`config.mk`:
```
export PLATFORM = sky130hd
export DESIGN_NAME = cfp_frame_check
export DESIGN_NICKNAME = d
export VERILOG_FILES = /design/src/rtl/core/cfp_pkg.sv /design/src/rtl/core/cfp_frame_check.sv
export SDC_FILE = /design/constraint.sdc
export NUM_CORES = 2
export LEC_CHECK = 0
export ABC_AREA = 1
export BUFFER_PORTS_ARGS = -buffer_cell sky130_fd_sc_hd__buf_2
export CAP_MARGIN = 20
export CORE_MARGIN = 1.5
export CORE_UTILIZATION = 35
export DETAILED_ROUTE_END_ITERATION = 8
export PLACE_DENSITY_LB_ADDON = 0.12
export SLEW_MARGIN = 10
export SYNTH_ARGS = -nofsm -noshare
export SYNTH_HDL_FRONTEND = slang
export SYNTH_SLANG_ARGS = --single-unit
```
`constraint.sdc`:
```
create_clock -name clk -period 15.9 [get_ports clk]
set_input_delay 1.59 -clock clk [delete_from_list [all_inputs] [get_ports clk]]
set_output_delay 1.59 -clock clk [all_outputs]
set_load 0.01 [all_outputs]
```
`src/rtl/core/cfp_pkg.sv`:
```
// Shared types and constants of the convex frame point test.
package cfp_pkg;

  // Configuration register indexes and widths
  localparam int CFG_INDEX_W = 3;
  localparam int COUNT_W     = 3;
  localparam logic [CFG_INDEX_W-1:0] CFG_CORNER_COUNT = 3'd0;

  // Frame needs at least a triangle
  localparam int MIN_CORNERS = 3;

  // Result word: outside, status, zero pad to a byte
  localparam int STATUS_W    = 2;
  localparam int OUT_TDATA_W = ((1 + STATUS_W + 7) / 8) * 8;

  typedef enum logic [STATUS_W-1:0] {
    STATUS_OK        = 2'd0,
    STATUS_TOO_FEW   = 2'd1,
    STATUS_BAD_FRAME = 2'd2
  } status_t;

  // Frame checker status seen by the top level
  typedef struct packed {
    logic busy;
    logic frame_bad;
  } sweep_stat_t;

endpackage

```
`src/rtl/core/cfp_frame_check.sv`:
```
// Frame consistency sweep: one (edge, corner) cross product per cycle after a config write.
module cfp_frame_check #(
  parameter int MAX_CORNERS = 7,
  parameter int COORD_BITS  = 16
) (
  input  logic                             clk,
  input  logic                             rst,
  input  logic                             start,
  input  logic [cfp_pkg::COUNT_W-1:0]      n_eff,
  input  logic signed [COORD_BITS-1:0]     cx [MAX_CORNERS],
  input  logic signed [COORD_BITS-1:0]     cy [MAX_CORNERS],
  input  logic signed [COORD_BITS-1:0]     x0 [MAX_CORNERS],
  input  logic signed [COORD_BITS-1:0]     y0 [MAX_CORNERS],
  input  logic signed [COORD_BITS:0]       dx [MAX_CORNERS],
  input  logic signed [COORD_BITS:0]       dy [MAX_CORNERS],
  input  logic [MAX_CORNERS-1:0]           degen,
  output cfp_pkg::sweep_stat_t             stat,
  output logic [MAX_CORNERS-1:0]           ref_pos
);

  localparam int IW = $clog2(MAX_CORNERS);
  localparam int QW = COORD_BITS + 1;
  localparam int PW = 2 * COORD_BITS + 2;
  localparam int SW = PW + 1;
  localparam int NW = cfp_pkg::COUNT_W;

  typedef enum logic [1:0] {SW_IDLE, SW_WAIT, SW_RUN, SW_DRAIN} state_t;

  state_t                state;
  logic [IW-1:0]         e_idx;
  logic [IW-1:0]         c_idx;
  logic [1:0]            drain_cnt;
  logic                  frame_bad;
  logic [MAX_CORNERS-1:0] pos_seen;
  logic [MAX_CORNERS-1:0] neg_seen;
  logic [MAX_CORNERS-1:0] zero_seen;
  logic [MAX_CORNERS-1:0] edge_used;

  // sweep pipeline
  logic                  v1;
  logic                  v2;
  logic [IW-1:0]         e1;
  logic [IW-1:0]         e2;
  logic signed [QW-1:0]  qx1;
  logic signed [QW-1:0]  qy1;
  logic signed [QW-1:0]  dx1;
  logic signed [QW-1:0]  dy1;
  logic                  dg1;
  logic signed [PW-1:0]  p1;
  logic signed [PW-1:0]  p2;
  logic signed [QW-1:0]  qx2;
  logic                  dg2;

  logic [NW-1:0]         nx_e;
  logic                  pair_ok;
  logic                  last_pair;
  logic signed [SW-1:0]  s3;
  logic                  bad_any;

  assign nx_e = (NW'(e_idx) + NW'(1) < n_eff) ? NW'(e_idx) + NW'(1) : '0;

  // skip the edge's own two corners and corners not in use
  assign pair_ok = (state == SW_RUN) && (NW'(e_idx) < n_eff) && (NW'(c_idx) < n_eff)
                   && (c_idx != e_idx) && (NW'(c_idx) != nx_e);
  assign last_pair = (e_idx == IW'(MAX_CORNERS - 1)) && (c_idx == IW'(MAX_CORNERS - 1));

  // coincident corners: side taken from x alone
  assign s3 = dg2 ? SW'(qx2) : SW'(p1) - SW'(p2);

  for (genvar i = 0; i < MAX_CORNERS; i++) begin : g_used
    assign edge_used[i] = (NW'(i) < n_eff);
  end

  assign bad_any = |((zero_seen | (pos_seen & neg_seen)) & edge_used);

  always_ff @(posedge clk) begin
    if (rst) begin
      state     <= SW_IDLE;
      e_idx     <= '0;
      c_idx     <= '0;
      drain_cnt <= '0;
      frame_bad <= 1'b0;
      pos_seen  <= '0;
      neg_seen  <= '0;
      zero_seen <= '0;
      v1        <= 1'b0;
      v2        <= 1'b0;
    end else begin
      v1 <= pair_ok && !start;
      v2 <= v1 && !start;
      if (v2) begin
        if (s3 == '0) begin
          zero_seen[e2] <= 1'b1;
        end else if (s3[SW-1]) begin
          neg_seen[e2] <= 1'b1;
        end else begin
          pos_seen[e2] <= 1'b1;
        end
      end
      case (state)
        SW_IDLE: begin
        end
        SW_WAIT: begin
          // geometry registers settle during this cycle
          pos_seen  <= '0;
          neg_seen  <= '0;
          zero_seen <= '0;
          e_idx     <= '0;
          c_idx     <= '0;
          state     <= SW_RUN;
        end
        SW_RUN: begin
          if (c_idx == IW'(MAX_CORNERS - 1)) begin
            c_idx <= '0;
            // edge index stays on the last edge once the sweep is done
            if (!last_pair) begin
              e_idx <= e_idx + IW'(1);
            end
          end else begin
            c_idx <= c_idx + IW'(1);
          end
          if (last_pair) begin
            drain_cnt <= '0;
            state     <= SW_DRAIN;
          end
        end
        SW_DRAIN: begin
          drain_cnt <= drain_cnt + 2'd1;
          if (drain_cnt == 2'd2) begin
            frame_bad <= bad_any;
            state     <= SW_IDLE;
          end
        end
        default: state <= SW_IDLE;
      endcase
      if (start) begin
        state <= SW_WAIT;
      end
    end
  end

  always_ff @(posedge clk) begin
    e1  <= e_idx;
    qx1 <= QW'(cx[c_idx]) - QW'(x0[e_idx]);
    qy1 <= QW'(cy[c_idx]) - QW'(y0[e_idx]);
    dx1 <= dx[e_idx];
    dy1 <= dy[e_idx];
    dg1 <= degen[e_idx];
    e2  <= e1;
    p1  <= dx1 * qy1;
    p2  <= dy1 * qx1;
    qx2 <= qx1;
    dg2 <= dg1;
  end

  assign stat.busy      = (state != SW_IDLE);
  assign stat.frame_bad = frame_bad;
  assign ref_pos        = pos_seen;

endmodule

```
==> metrics.md <==
| Metric | Value |
|---|---|
| Period minus WS final | roughly 6.7 ns |
| Vias per Instance | around 4.9 |
| Final setup fails | 0 |
| Worst stage delay on the critical path | roughly 0.84 ns |
| Fmax | 149.5 MHz |
| FF-to-FF setup slack | ~9.2 ns |
| Critical path depth | 22 |
| Final ANT Viol Nets | 0 |
| Slew @ Worst Pin | 1.061 ns |
| Async S/R FF share, synth | 0% |
| Status | completed |
| Clock Sinks | just under 200 |
| Largest cells by area after synthesis | fa_1 (32%), inv_1 (12%), nand2_1 (11%), dfxtp_1 (11%), ha_1 (8.5%) |
| Core Area | 0.1051 sq mm |
| DR WL/cell | 22.33 um |
| Die area | roughly 0.11 sq mm |
| Clock slew at reported path FFs | around 0.09 ns |
| Crit-path cells | nand2_1 > fa_1 > inv_1 > fa_1 > inv_1 > fa_1 > inv_1 > fa_1 > fa_1 > inv_1 > fa_1 > inv_1 > ha_1 > a21oi_1 > o21ai_0 > a21oi_1 > inv_1 > a31oi_1 > o21bai_1 > nand2_1 > nand2_1 > xor2_1 |
| Number of port buffers | slightly above 700 |
| Yosys warns | 0 |
| WS Path Type | reg2reg |
| Die extent in y | 328.1 um |
| TNS Setup | 0 ns |
| Total setup buffers inserted after CTS | 0 |
| Overflow after GRT | 0 |
| Routability congestion estimate | around 0.95 |
| Synth Net Count | 6,661 |
| Vias | about 35,000 |
| Starting Density | around a third |
| Slew Limit Fails | 0 |
| Critical path endpoint category | flip-flop |
| CP startpoint kind | flip-flop |
| Post-CTS sizing | 0 |
| First-pass GRT wire length | roughly 230,000 um |
| Largest net degree at the start of global routing | about 170 |
| Cts bufs inserted | 17 |
| Share of cells above drive strength 1 | roughly 15% |
| Global-route usage over all layers | between 20% and 30% |
| CP Data Arrival Time | approximately 7.1 ns |
| IO Count | slightly above 700 |
| Post-CTS Hold Fix Bufs | 0 |
| RSZ-0062 raised after global routing | no |
| Min-Delay Path Class | reg2reg |
| Crit-path max FO | 17 |
| Top cell type's share of synthesized area | between 30% and 40% |
| Post-synthesis sequential area ratio | a little over a tenth |
| Syn Area/Cell | 7.229 sq um |
| Worst path bufs/invs | 6 |
| CP Data Required Time | 16.33 ns |
| CTS tree | done |
| Root buf cell | clkbuf_16 |
| Clock Path Buffers | 2 |
| Residual DRC | 0 |
| Commonest cells after routing, fill and taps aside | inv_1 (1,151), nand2_1 (1,046), buf_2 (707) |
| Clock skew | roughly 0.021 ns |
| Tcrit/Tclk final | a little over two fifths |
| Post-Route WL | roughly 160,000 um |
| Hpwl dp | 135,300 um |
| Initial antenna violation count | 54 |
| Area leader, netlist | fa_1 |
| Ys flop type | dfxtp_1 |
| Cell Rows | approximately 120 |
| Relative slew slack | 29.29% |
| Vias in the first global route | 34,830 |
| Synth-to-Final Area Change | 14.26% |
| First DRT Iteration DRCs | 2,547 |
| Synthesized area | roughly 0.037 sq mm |
| Post-synth EDFFs | 0 |
| Final #Nets | between 7,000 and 8,000 |
| Synth Register Bits | around 200 |
| Die X | about 330 um |
| Final Hold Vio Count | 0 |
| Post-Synthesis Cells | between 5,000 and 6,000 |
| Most common cell after layout, fill and taps aside | inv_1 |
| Netlist cell types | between 50 and 60 |
| Max cap viols | 0 |
| Drt first pass iters | 5 |
| Top delay family on crit path | adder cells |
| H-tree Lvls | 4 |
| Reg2Reg Depth | 22 |
| Hold Worst Slack | 0.3307 ns |
| Slowest-stage cell, CP | dfxtp_1 |
| Hold depth | 0 |
| Worst-Skew Late Latency | 0.53 ns |
## logic make-up (layout without fill, tap and decap cells)
group	Yosys count	count (layout)	share of synthesized area, %
compound gates	639	639	10.49
xor+xnor	110	110	2.604
fa+ha+maj	845	845	40.65
buf+inv	1427	1932	14.51
flops	195	195	10.55
mux	28	28	0.7576
other cells	0	40	0
simple gates	1873	1873	20.44
## cell type report
| cell class | instances | area (sq um) |
|---|---|---|
| diodes | 40 | 100.1 |
| clock buffers | 19 | 452.9 |
| clock inverters | 13 | 136.4 |
| fillers | 11440 | 62850 |
| inverters | 1159 | 4358 |
| multi-input cells | 3495 | 27740 |
| flip-flops and latches | 195 | 3918 |
| well taps | 1391 | 1740 |
| repair buffers | 741 | 3819 |
## worst paths after layout
check | start | end
worst min-delay path | e1[1] | e2[1]
worst min register to register | e1[1] | e2[1]
worst max-delay path | dx1[7] | p1[28]
worst max register to register | dx1[7] | p1[28]
## cell usage after synthesis (3+ instances only)
cell type,number
a211oi_1,6
a21o_1,8
a21oi_1,145
a21oi_2,5
a221oi_1,7
a22oi_1,25
a31oi_1,46
a32oi_1,4
a41oi_1,3
buf_1,13
buf_2,5
clkbuf_1,249
dfxtp_1,195
fa_1,595
ha_1,250
inv_1,1152
inv_2,6
mux2i_1,28
nand2_1,1046
nand2_2,15
nand3_1,152
nand3_2,5
nand3b_1,5
nand4_1,26
nor2_1,536
nor2_2,8
nor3_1,55
nor4_1,4
o2111ai_1,7
o211ai_1,24
o21a_1,12
o21ai_0,195
o21ai_1,11
o21bai_1,12
o22ai_1,57
o31ai_1,25
o32ai_1,40
or2_2,12
xnor2_1,39
xor2_1,71
## registers in the layout, indices dropped and copies added (netlist names), 7 cells and up
signal,flops
dx1,17
dy1,17
neg_seen,7
p1,34
p2,34
qx1,17
qx2,17
qy1,17
ref_pos,7
zero_seen,7
## per-stage QoR
step / instance area [sq um] / setup slack, ns / utilization [%] / std cells
floorplan: 36990 / 10.11 / - / 5117
global placement: 41580 / 9.296 / 39.55 / 6981
detailed placement: 41580 / 9.255 / 39.55 / 6981
CTS: 42170 / 9.228 / 40.11 / 7013
global route: 42220 / 8.832 / 40.17 / 7035
finish: 42270 / 9.211 / 40.21 / 7053
## metal layers
metal,global-route usage [%],part of all wire [%],vias to the layer above,routed length (um)
met2,48.29,47,1188,73360
met4,13.32,5.0,12,7910
met1,37.74,42,16780,66270
li1,-,-,16570,-
met3,5.242,6.3,169,9849
met5,0,0.051,-,80
Power is not shown: default switching activity piles up to over one toggle a cycle in this logic, so the estimate is an artifact.
