--- src/rtl/core/cfp_pkg.sv ---
// Shared types and constants of the convex frame point test.
package cfp_pkg;

  // Configuration register indexes and widths
  localparam int CFG_INDEX_W = 3;
  localparam int COUNT_W     = 3;
  localparam logic [CFG_INDEX_W-1:0] CFG_CORNER_COUNT = 3'd0;

  // Frame needs at least a triangle
  localparam int MIN_CORNERS = 3;

  // Result word: outside, status, zero pad to a byte
  localparam int STATUS_W    = 2;
  localparam int OUT_TDATA_W = ((1 + STATUS_W + 7) / 8) * 8;

  typedef enum logic [STATUS_W-1:0] {
    STATUS_OK        = 2'd0,
    STATUS_TOO_FEW   = 2'd1,
    STATUS_BAD_FRAME = 2'd2
  } status_t;

  // Frame checker status seen by the top level
  typedef struct packed {
    logic busy;
    logic frame_bad;
  } sweep_stat_t;

endpackage

--- src/rtl/core/cfp_edge_setup.sv ---
// Per-edge geometry registers: start corner and edge vector for every edge.
module cfp_edge_setup #(
  parameter int MAX_CORNERS = 7,
  parameter int COORD_BITS  = 16
) (
  input  logic                             clk,
  input  logic [cfp_pkg::COUNT_W-1:0]      n_eff,
  input  logic signed [COORD_BITS-1:0]     cx [MAX_CORNERS],
  input  logic signed [COORD_BITS-1:0]     cy [MAX_CORNERS],
  output logic signed [COORD_BITS-1:0]     x0 [MAX_CORNERS],
  output logic signed [COORD_BITS-1:0]     y0 [MAX_CORNERS],
  output logic signed [COORD_BITS:0]       dx [MAX_CORNERS],
  output logic signed [COORD_BITS:0]       dy [MAX_CORNERS],
  output logic [MAX_CORNERS-1:0]           degen
);

  for (genvar i = 0; i < MAX_CORNERS; i++) begin : g_edge
    localparam int NXT = (i + 1 < MAX_CORNERS) ? i + 1 : 0;

    logic                         wrap;
    logic signed [COORD_BITS-1:0] bx;
    logic signed [COORD_BITS-1:0] by;
    logic signed [COORD_BITS:0]   ddx;
    logic signed [COORD_BITS:0]   ddy;

    // last corner in use closes back to corner 0
    assign wrap = (cfp_pkg::COUNT_W'(i + 1) >= n_eff);
    assign bx   = wrap ? cx[0] : cx[NXT];
    assign by   = wrap ? cy[0] : cy[NXT];
    assign ddx  = (COORD_BITS+1)'(bx) - (COORD_BITS+1)'(cx[i]);
    assign ddy  = (COORD_BITS+1)'(by) - (COORD_BITS+1)'(cy[i]);

    always_ff @(posedge clk) begin
      x0[i]    <= cx[i];
      y0[i]    <= cy[i];
      dx[i]    <= ddx;
      dy[i]    <= ddy;
      degen[i] <= (ddx == '0) && (ddy == '0);
    end
  end

endmodule

--- config.mk ---
export PLATFORM = sky130hd
export DESIGN_NAME = cfp_edge_setup
export DESIGN_NICKNAME = d
export VERILOG_FILES = /design/src/rtl/core/cfp_pkg.sv /design/src/rtl/core/cfp_edge_setup.sv
export SDC_FILE = /design/constraint.sdc
export NUM_CORES = 1
export LEC_CHECK = 0
export BUFFER_PORTS_ARGS = -buffer_cell sky130_fd_sc_hd__buf_2
export CAP_MARGIN = 10
export CORE_AREA = 2 2 269 271
export DETAILED_ROUTE_END_ITERATION = 16
export DIE_AREA = 0 0 271 273
export GPL_ROUTABILITY_DRIVEN = 0
export PLACE_DENSITY = 0.54
export SLEW_MARGIN = 20
export SYNTH_ARGS = -nofsm -noshare
export SYNTH_HDL_FRONTEND = slang
export SYNTH_SLANG_ARGS = --single-unit
--- constraint.sdc ---
create_clock -name clk -period 6.9 [get_ports clk]
set_input_delay 1.38 -clock clk [delete_from_list [all_inputs] [get_ports clk]]
set_output_delay 1.38 -clock clk [all_outputs]
set_load 0.05 [all_outputs]
==> impl_metrics.env, run 1 <==
export IMPL_grt_pass1_wl_um=129000
export IMPL_grt_use_met3_pct=4.60
export IMPL_antenna_found_initial=16
export IMPL_yosys_warnings=0
export IMPL_drive_above_1_share_pct=25.9
export IMPL_layout_commonest_cell="buf_2"
export IMPL_grt_overflow=0
export IMPL_final_cell_area_um2=28800
export IMPL_vias=20259
export IMPL_numPortBuffers=696
export IMPL_die_area_um2=74000
export IMPL_status="completed"
export IMPL_grt_busiest_layer="met2"
export IMPL_hold_viol_final=0
export IMPL_synth_edff_count=0
export IMPL_placed_cell_area_um2=26800
export IMPL_use_met1_pct=33.0
export IMPL_required_ns=7.39
export IMPL_die_w_um=271
export IMPL_syn_inst=2469
export IMPL_max_cap_violations=0
export IMPL_area_delta_synth_final_pct=29.6
export IMPL_post_route_min_period_ns=5.77
export IMPL_fp_dieH_um=273
export IMPL_cpPeakStageDelay_ns=0.76
export IMPL_worst_pin_slew_ns=0.992
export IMPL_ys_async_sr_fraction_pct=0
export IMPL_drt_first_pass_iters=7
export IMPL_syn_num_nets=2935
export IMPL_seq_area_frac_synth_pct=42.3
export IMPL_crit_path_frequent_cell="nor4_1"
export IMPL_crit_buf_inv=3
export IMPL_setup_viol=0
export IMPL_hold_buffers=0
export IMPL_fp_coreArea_um2=71000
export IMPL_h_tree_depth=2
export IMPL_cts_path_max_buffers=3
export IMPL_drv_slew=0
export IMPL_cp_start_kind="primary input"
export IMPL_cp_cell_sequence="buf_2 -> buf_4 -> nor2_4 -> mux2i_1 -> ha_1 -> inv_1 -> fa_1 -> a21o_1 -> a21oi_1 -> xnor2_1 -> or4_1 -> nor4_1 -> nand4bb_1 -> nor4_1 -> nand4_1 -> nor4bb_1 -> nor4b_1"
export IMPL_tns_ns=0
export IMPL_cts_made_buffers=54
export IMPL_leakage_nw=14.2
export IMPL_slowest_stage="nor4_1"
export IMPL_detail_route_antenna_nets=0
export IMPL_synth_seq_cells=469
export IMPL_vias_per_cell=4.83
export IMPL_postCtsSetupBuffers=0
export IMPL_grt_max_degree=63
export IMPL_grt_pass1_vias=18821
export IMPL_num_rows=98
export IMPL_synth_flop_cell="dfxtp_1"
export IMPL_grt_use_total_pct=24.1
export IMPL_drc=0
export IMPL_use_met2_pct=38.4
export IMPL_drt_iter0_drc=1479
export IMPL_rsz0062_at_grt="no"
export IMPL_final_cell_mix="buf_2 (696), dfxtp_1 (469), inv_1 (276)"
export IMPL_synth_area_per_cell_um2=8.99
export IMPL_layout_nets=3659
export IMPL_max_freq_mhz=173
export IMPL_n_fill_cell=7226
export IMPL_cp_top_family="simple AND/OR/NAND/NOR gates"
export IMPL_fin_crit_sh_pct=83.6
export IMPL_cp_max_fo=39
export IMPL_wl_per_cell_um=22.4
export IMPL_dp_hpwl_um=79100
export IMPL_drt_wl_total_um=93800
export IMPL_ir_drop_mv=0.272
export IMPL_io_pins=697
export IMPL_cp_arrival_ns=6.26
export IMPL_crit_path_end_kind="register"
export IMPL_initial_core_util_pct=31.3
export IMPL_power_density_nw_per_um2=354
export IMPL_cts_root_buffer="clkbuf_16"
export IMPL_cts_sinks=469
export IMPL_synthesis_area_um2=22200
export IMPL_clk_pin_slew_worst_paths_ns=0.06
export IMPL_crit_type="in2reg"
export IMPL_cts_resized_gates=0
export IMPL_cts_tree="done"
export IMPL_synth_cell_type_count=76
export IMPL_slew_headroom_pct=33.3
export IMPL_min_path_type="in2reg"
==> logic make-up after synthesis <==
kind of cell	count (synthesis)	share of synthesized area, %
buf+inv	315	5.33
fa+ha+maj	238	13.9
compound gates	642	17.7
xor+xnor	163	6.43
flops	469	42.3
simple gates	628	13.7
mux	14	0.631
==> path summary, 6_finish.rpt <==
| check | from | end | slack [ns] | depth (start not counted) |
|---|---|---|---|---|
| max | n_eff[2] | degen[0]$_DFF_P_ | 1.13 | 17 |
| min | cx[75] | x0[75]$_DFF_P_ | 0.88 | 1 |
==> layer usage <==
layer / part of all wire [%] / wire (um)
met3: 6.6 / 6240
met5: 0.036 / 34
met4: 2.6 / 2480
met1: 46 / 42800
met2: 45 / 42300
==> synth_stat cells (13+ instances only) <==
cell type	number	area share [%]
clkbuf_1	38	0.64
a21oi_1	132	3.0
o31a_1	15	0.59
a21o_1	44	1.5
mux2i_1	14	0.63
or3_1	18	0.51
and3_1	13	0.37
nor4_1	20	0.56
a211oi_1	17	0.57
inv_1	276	4.7
or2_2	14	0.39
nor2b_1	28	0.79
ha_1	224	13
nand2_1	243	4.1
o21ai_0	264	6.0
xor2_1	50	2.0
nand2b_1	28	0.79
o21a_1	36	1.2
nand3_1	23	0.52
nor3_1	42	0.95
nor2_1	126	2.1
xnor2_1	113	4.5
a31oi_1	15	0.42
o21bai_1	18	0.61
fa_1	14	1.3
or4_1	13	0.44
dfxtp_1	469	42
==> power breakdown <==
group          leakage [nW]  internal, mW  switching, mW
Combinational          9.25         0.938           2.91
Clock                 0.943          1.84           1.22
Sequential             3.95          3.14          0.133
Total                  14.2          5.92           4.27
==> final cells by class <==
cell class | instances | area, um^2 | area share [%]
Clock inverter | 24 | 293 | 1.02
Tap cell | 950 | 1190 | 4.13
Multi-Input combinational cell | 1685 | 11700 | 40.5
Sequential cell | 469 | 9390 | 32.6
Inverter | 276 | 1040 | 3.60
Antenna cell | 4 | 10.0 | 0.0348
Timing Repair Buffer | 707 | 3570 | 12.4
Clock buffer | 76 | 1630 | 5.66
==> metrics by stage <==
stage                     hold slack [ns]  instances  utilization [%]  worst slack, ns  total power, mW
after global routing                0.855       4187             40.5            0.778             10.6
after detailed placement             1.50       4087             37.8            0.657             7.14
final                               0.882       4191             40.5             1.13             10.2
after CTS                           0.854       4187             40.5             1.29             10.2
after global placement               1.50       4087             37.8            0.741             7.15
after floorplan                      1.41       2469                -             1.42             5.96
==> state kept, by name, summed over array words and instances, names as in the netlist <==
register  count
dy          119
dx          119
degen         7
x0          112
y0          112
Note: power is estimated with default switching activity, not from simulation.
==> inputs of run 2 (changes only) <==
Settings changed: ABC_AREA set to 1, CORE_AREA 2 2 269 271 to 2 2 270 272, DIE_AREA 0 0 271 273 to 0 0 272 274, PLACE_DENSITY 0.54 to 0.61.
Clock period 6.9 ns to 5.83 ns, I/O delays scaled along.
==> impl_metrics.env, run 2 <==
export IMPL_status="completed"
export IMPL_antenna_found_initial=16
export IMPL_die_w_um=272
export IMPL_dp_hpwl_um=96300
export IMPL_detail_route_antenna_nets=0
export IMPL_final_cell_mix="nand2_1 (1,360), inv_1 (793), buf_2 (696)"
export IMPL_drt_wl_total_um=117000
export IMPL_swShare_pct=43.3
export IMPL_drive_above_1_share_pct=17.7
export IMPL_grt_max_degree=65
export IMPL_numPortBuffers=696
export IMPL_area_delta_synth_final_pct=23.7
export IMPL_setup_viol=0
export IMPL_final_cell_area_um2=33200
export IMPL_h_tree_depth=2
export IMPL_cts_sinks=469
export IMPL_hold_viol_final=0
export IMPL_crit_path_end_kind="register"
export IMPL_cts_made_buffers=52
export IMPL_yosysTopAreaCellShare_pct=35.0
export IMPL_synth_cell_type_count=30
export IMPL_seq_area_frac_synth_pct=35.0
export IMPL_drc=0
export IMPL_ir_drop_mv=0.261
export IMPL_vias=28658
export IMPL_synthTopCellsByCount="nand2_1 (1,363), inv_1 (793), dfxtp_1 (469), nor2_1 (265), nand3_1 (249)"
export IMPL_synth_seq_cells=469
export IMPL_cts_resized_gates=0
export IMPL_drt_iter0_drc=2826
export IMPL_cpPeakStageDelay_ns=0.56
export IMPL_synth_area_top_cells="dfxtp_1 (35%), nand2_1 (19%), inv_1 (11%)"
export IMPL_wl_per_cell_um=20.2
export IMPL_intPower_mw=6.81
export IMPL_cts_tree="done"
export IMPL_min_path_type="in2reg"
export IMPL_io_pins=697
export IMPL_post_route_util_pct=46.2
export IMPL_p_switching_mw=5.21
export IMPL_slowest_stage="nand2_2"
export IMPL_fp_dieH_um=274
export IMPL_clkPwrFrac_pct=29.2
export IMPL_whs_ns=0.650
export IMPL_synthesis_area_um2=26800
export IMPL_crit_path_frequent_cell="nand2_1"
export IMPL_rsz0062_at_grt="no"
export IMPL_die_area_um2=74500
export IMPL_initial_core_util_pct=37.3
export IMPL_required_ns=6.36
export IMPL_cts_path_max_buffers=3
export IMPL_synthMostInstantiatedCell="nand2_1"
export IMPL_layout_nets=5254
export IMPL_power_density_nw_per_um2=362
export IMPL_grt_pass1_wl_um=164000
export IMPL_reg_top3="dx x119, dy x119"
export IMPL_cts_root_buffer="clkbuf_16"
export IMPL_clk_pin_slew_worst_paths_ns=0.07
export IMPL_postCtsSetupBuffers=0
export IMPL_drt_first_pass_iters=8
export IMPL_placed_cell_area_um2=31400
export IMPL_max_freq_mhz=271
export IMPL_syn_inst=4075
export IMPL_drv_slew=0
export IMPL_seqPwrFrac_pct=31.6
export IMPL_grt_overflow=0
export IMPL_cp_arrival_ns=4.22
export IMPL_post_route_min_period_ns=3.69
export IMPL_max_cap_violations=0
export IMPL_fin_crit_sh_pct=63.2
export IMPL_cp_start_kind="primary input"
export IMPL_vias_per_cell=4.95
export IMPL_crit_type="in2reg"
export IMPL_worst_pin_slew_ns=0.726
export IMPL_yosys_warnings=0
export IMPL_tns_ns=0
export IMPL_post_synth_top_area_cell="dfxtp_1"
export IMPL_fp_coreArea_um2=72000
export IMPL_num_rows=99
export IMPL_ys_async_sr_fraction_pct=0
export IMPL_synth_flop_cell="dfxtp_1"
export IMPL_hold_buffers=0
export IMPL_crit_buf_inv=2
export IMPL_slew_headroom_pct=51.5
export IMPL_synth_edff_count=0
export IMPL_cp_top_family="simple AND/OR/NAND/NOR gates"
export IMPL_leakage_nw=19.3
export IMPL_syn_num_nets=4541
export IMPL_combPwrFrac_pct=39.2
export IMPL_synth_area_per_cell_um2=6.59
export IMPL_cp_max_fo=43
export IMPL_cp_cell_sequence="buf_2 -> nand2_1 -> nand2_2 -> nor2_1 -> a21oi_1 -> ha_1 -> inv_1 -> fa_1 -> nand2_1 -> nand2_2 -> nand3_1 -> nand2_1 -> nand3_1 -> nand3b_1 -> nand2_1 -> nand2_1 -> nor2_1 -> nand3_1 -> nor2_1"
export IMPL_grt_use_total_pct=30.1
export IMPL_layout_commonest_cell="nand2_1"
export IMPL_grt_pass1_vias=26098
==> run 2: metal layers <==
metal / wire, um / up-vias / track usage, %
met5: 39 / - / 0
met4: 5260 / 6 / 12.9
met3: 10200 / 250 / 5.53
met2: 53600 / 1358 / 50.3
met1: 48100 / 12941 / 38.0
li1: - / 14103 / -
==> run 2: power by group through the flow <==
stage,registers (mW),clock network (mW),logic (mW)
after floorplan,5.40,0,1.73
after global placement,3.86,0,4.65
after detailed placement,3.87,0,4.66
after CTS,3.80,3.57,4.68
after global routing,3.83,3.70,5.04
final,3.80,3.51,4.71
==> run 2: cell type report <==
type / instances / area [um^2]
timing repair buffer: 703 / 3540
clock buffer: 62 / 1410
antenna: 5 / 12.5
tap: 959 / 1200
sequential: 469 / 9390
multi-input combinational: 2766 / 14300
fill: 7567 / 38700
inverter: 796 / 2990
clock inverter: 33 / 404
==> run 2: kinds of logic (layout without fill, tap and decap cells) <==
kind of cell	Yosys count	count (layout)	share of synthesized area (%)
and+or+nand+nor	2103	2103	33.0
buffers and inverters	840	1594	11.9
DFF	469	469	35.0
AOI/OAI and AO/OA	406	406	8.03
adders and majority gates	238	238	11.5
xor gates and xnor gates	19	19	0.620
other	0	5	0
==> run 2: path summary, 6_finish.rpt <==
check,cells after the start,endpoint,from,slack [ns]
worst max-delay path,19,degen[1]$_DFF_P_,n_eff[1],2.14
worst min-delay path,1,y0[18]$_DFF_P_,cy[18],0.65
==> run 2: stage by stage <==
step | total power, mW | instances | worst slack (ns)
floorplan | 7.14 | 4075 | 2.15
global placement | 8.52 | 5693 | 1.68
detailed placement | 8.53 | 5693 | 1.66
CTS | 12.1 | 5788 | 2.27
global route | 12.6 | 5789 | 1.92
finish | 12.0 | 5793 | 2.14
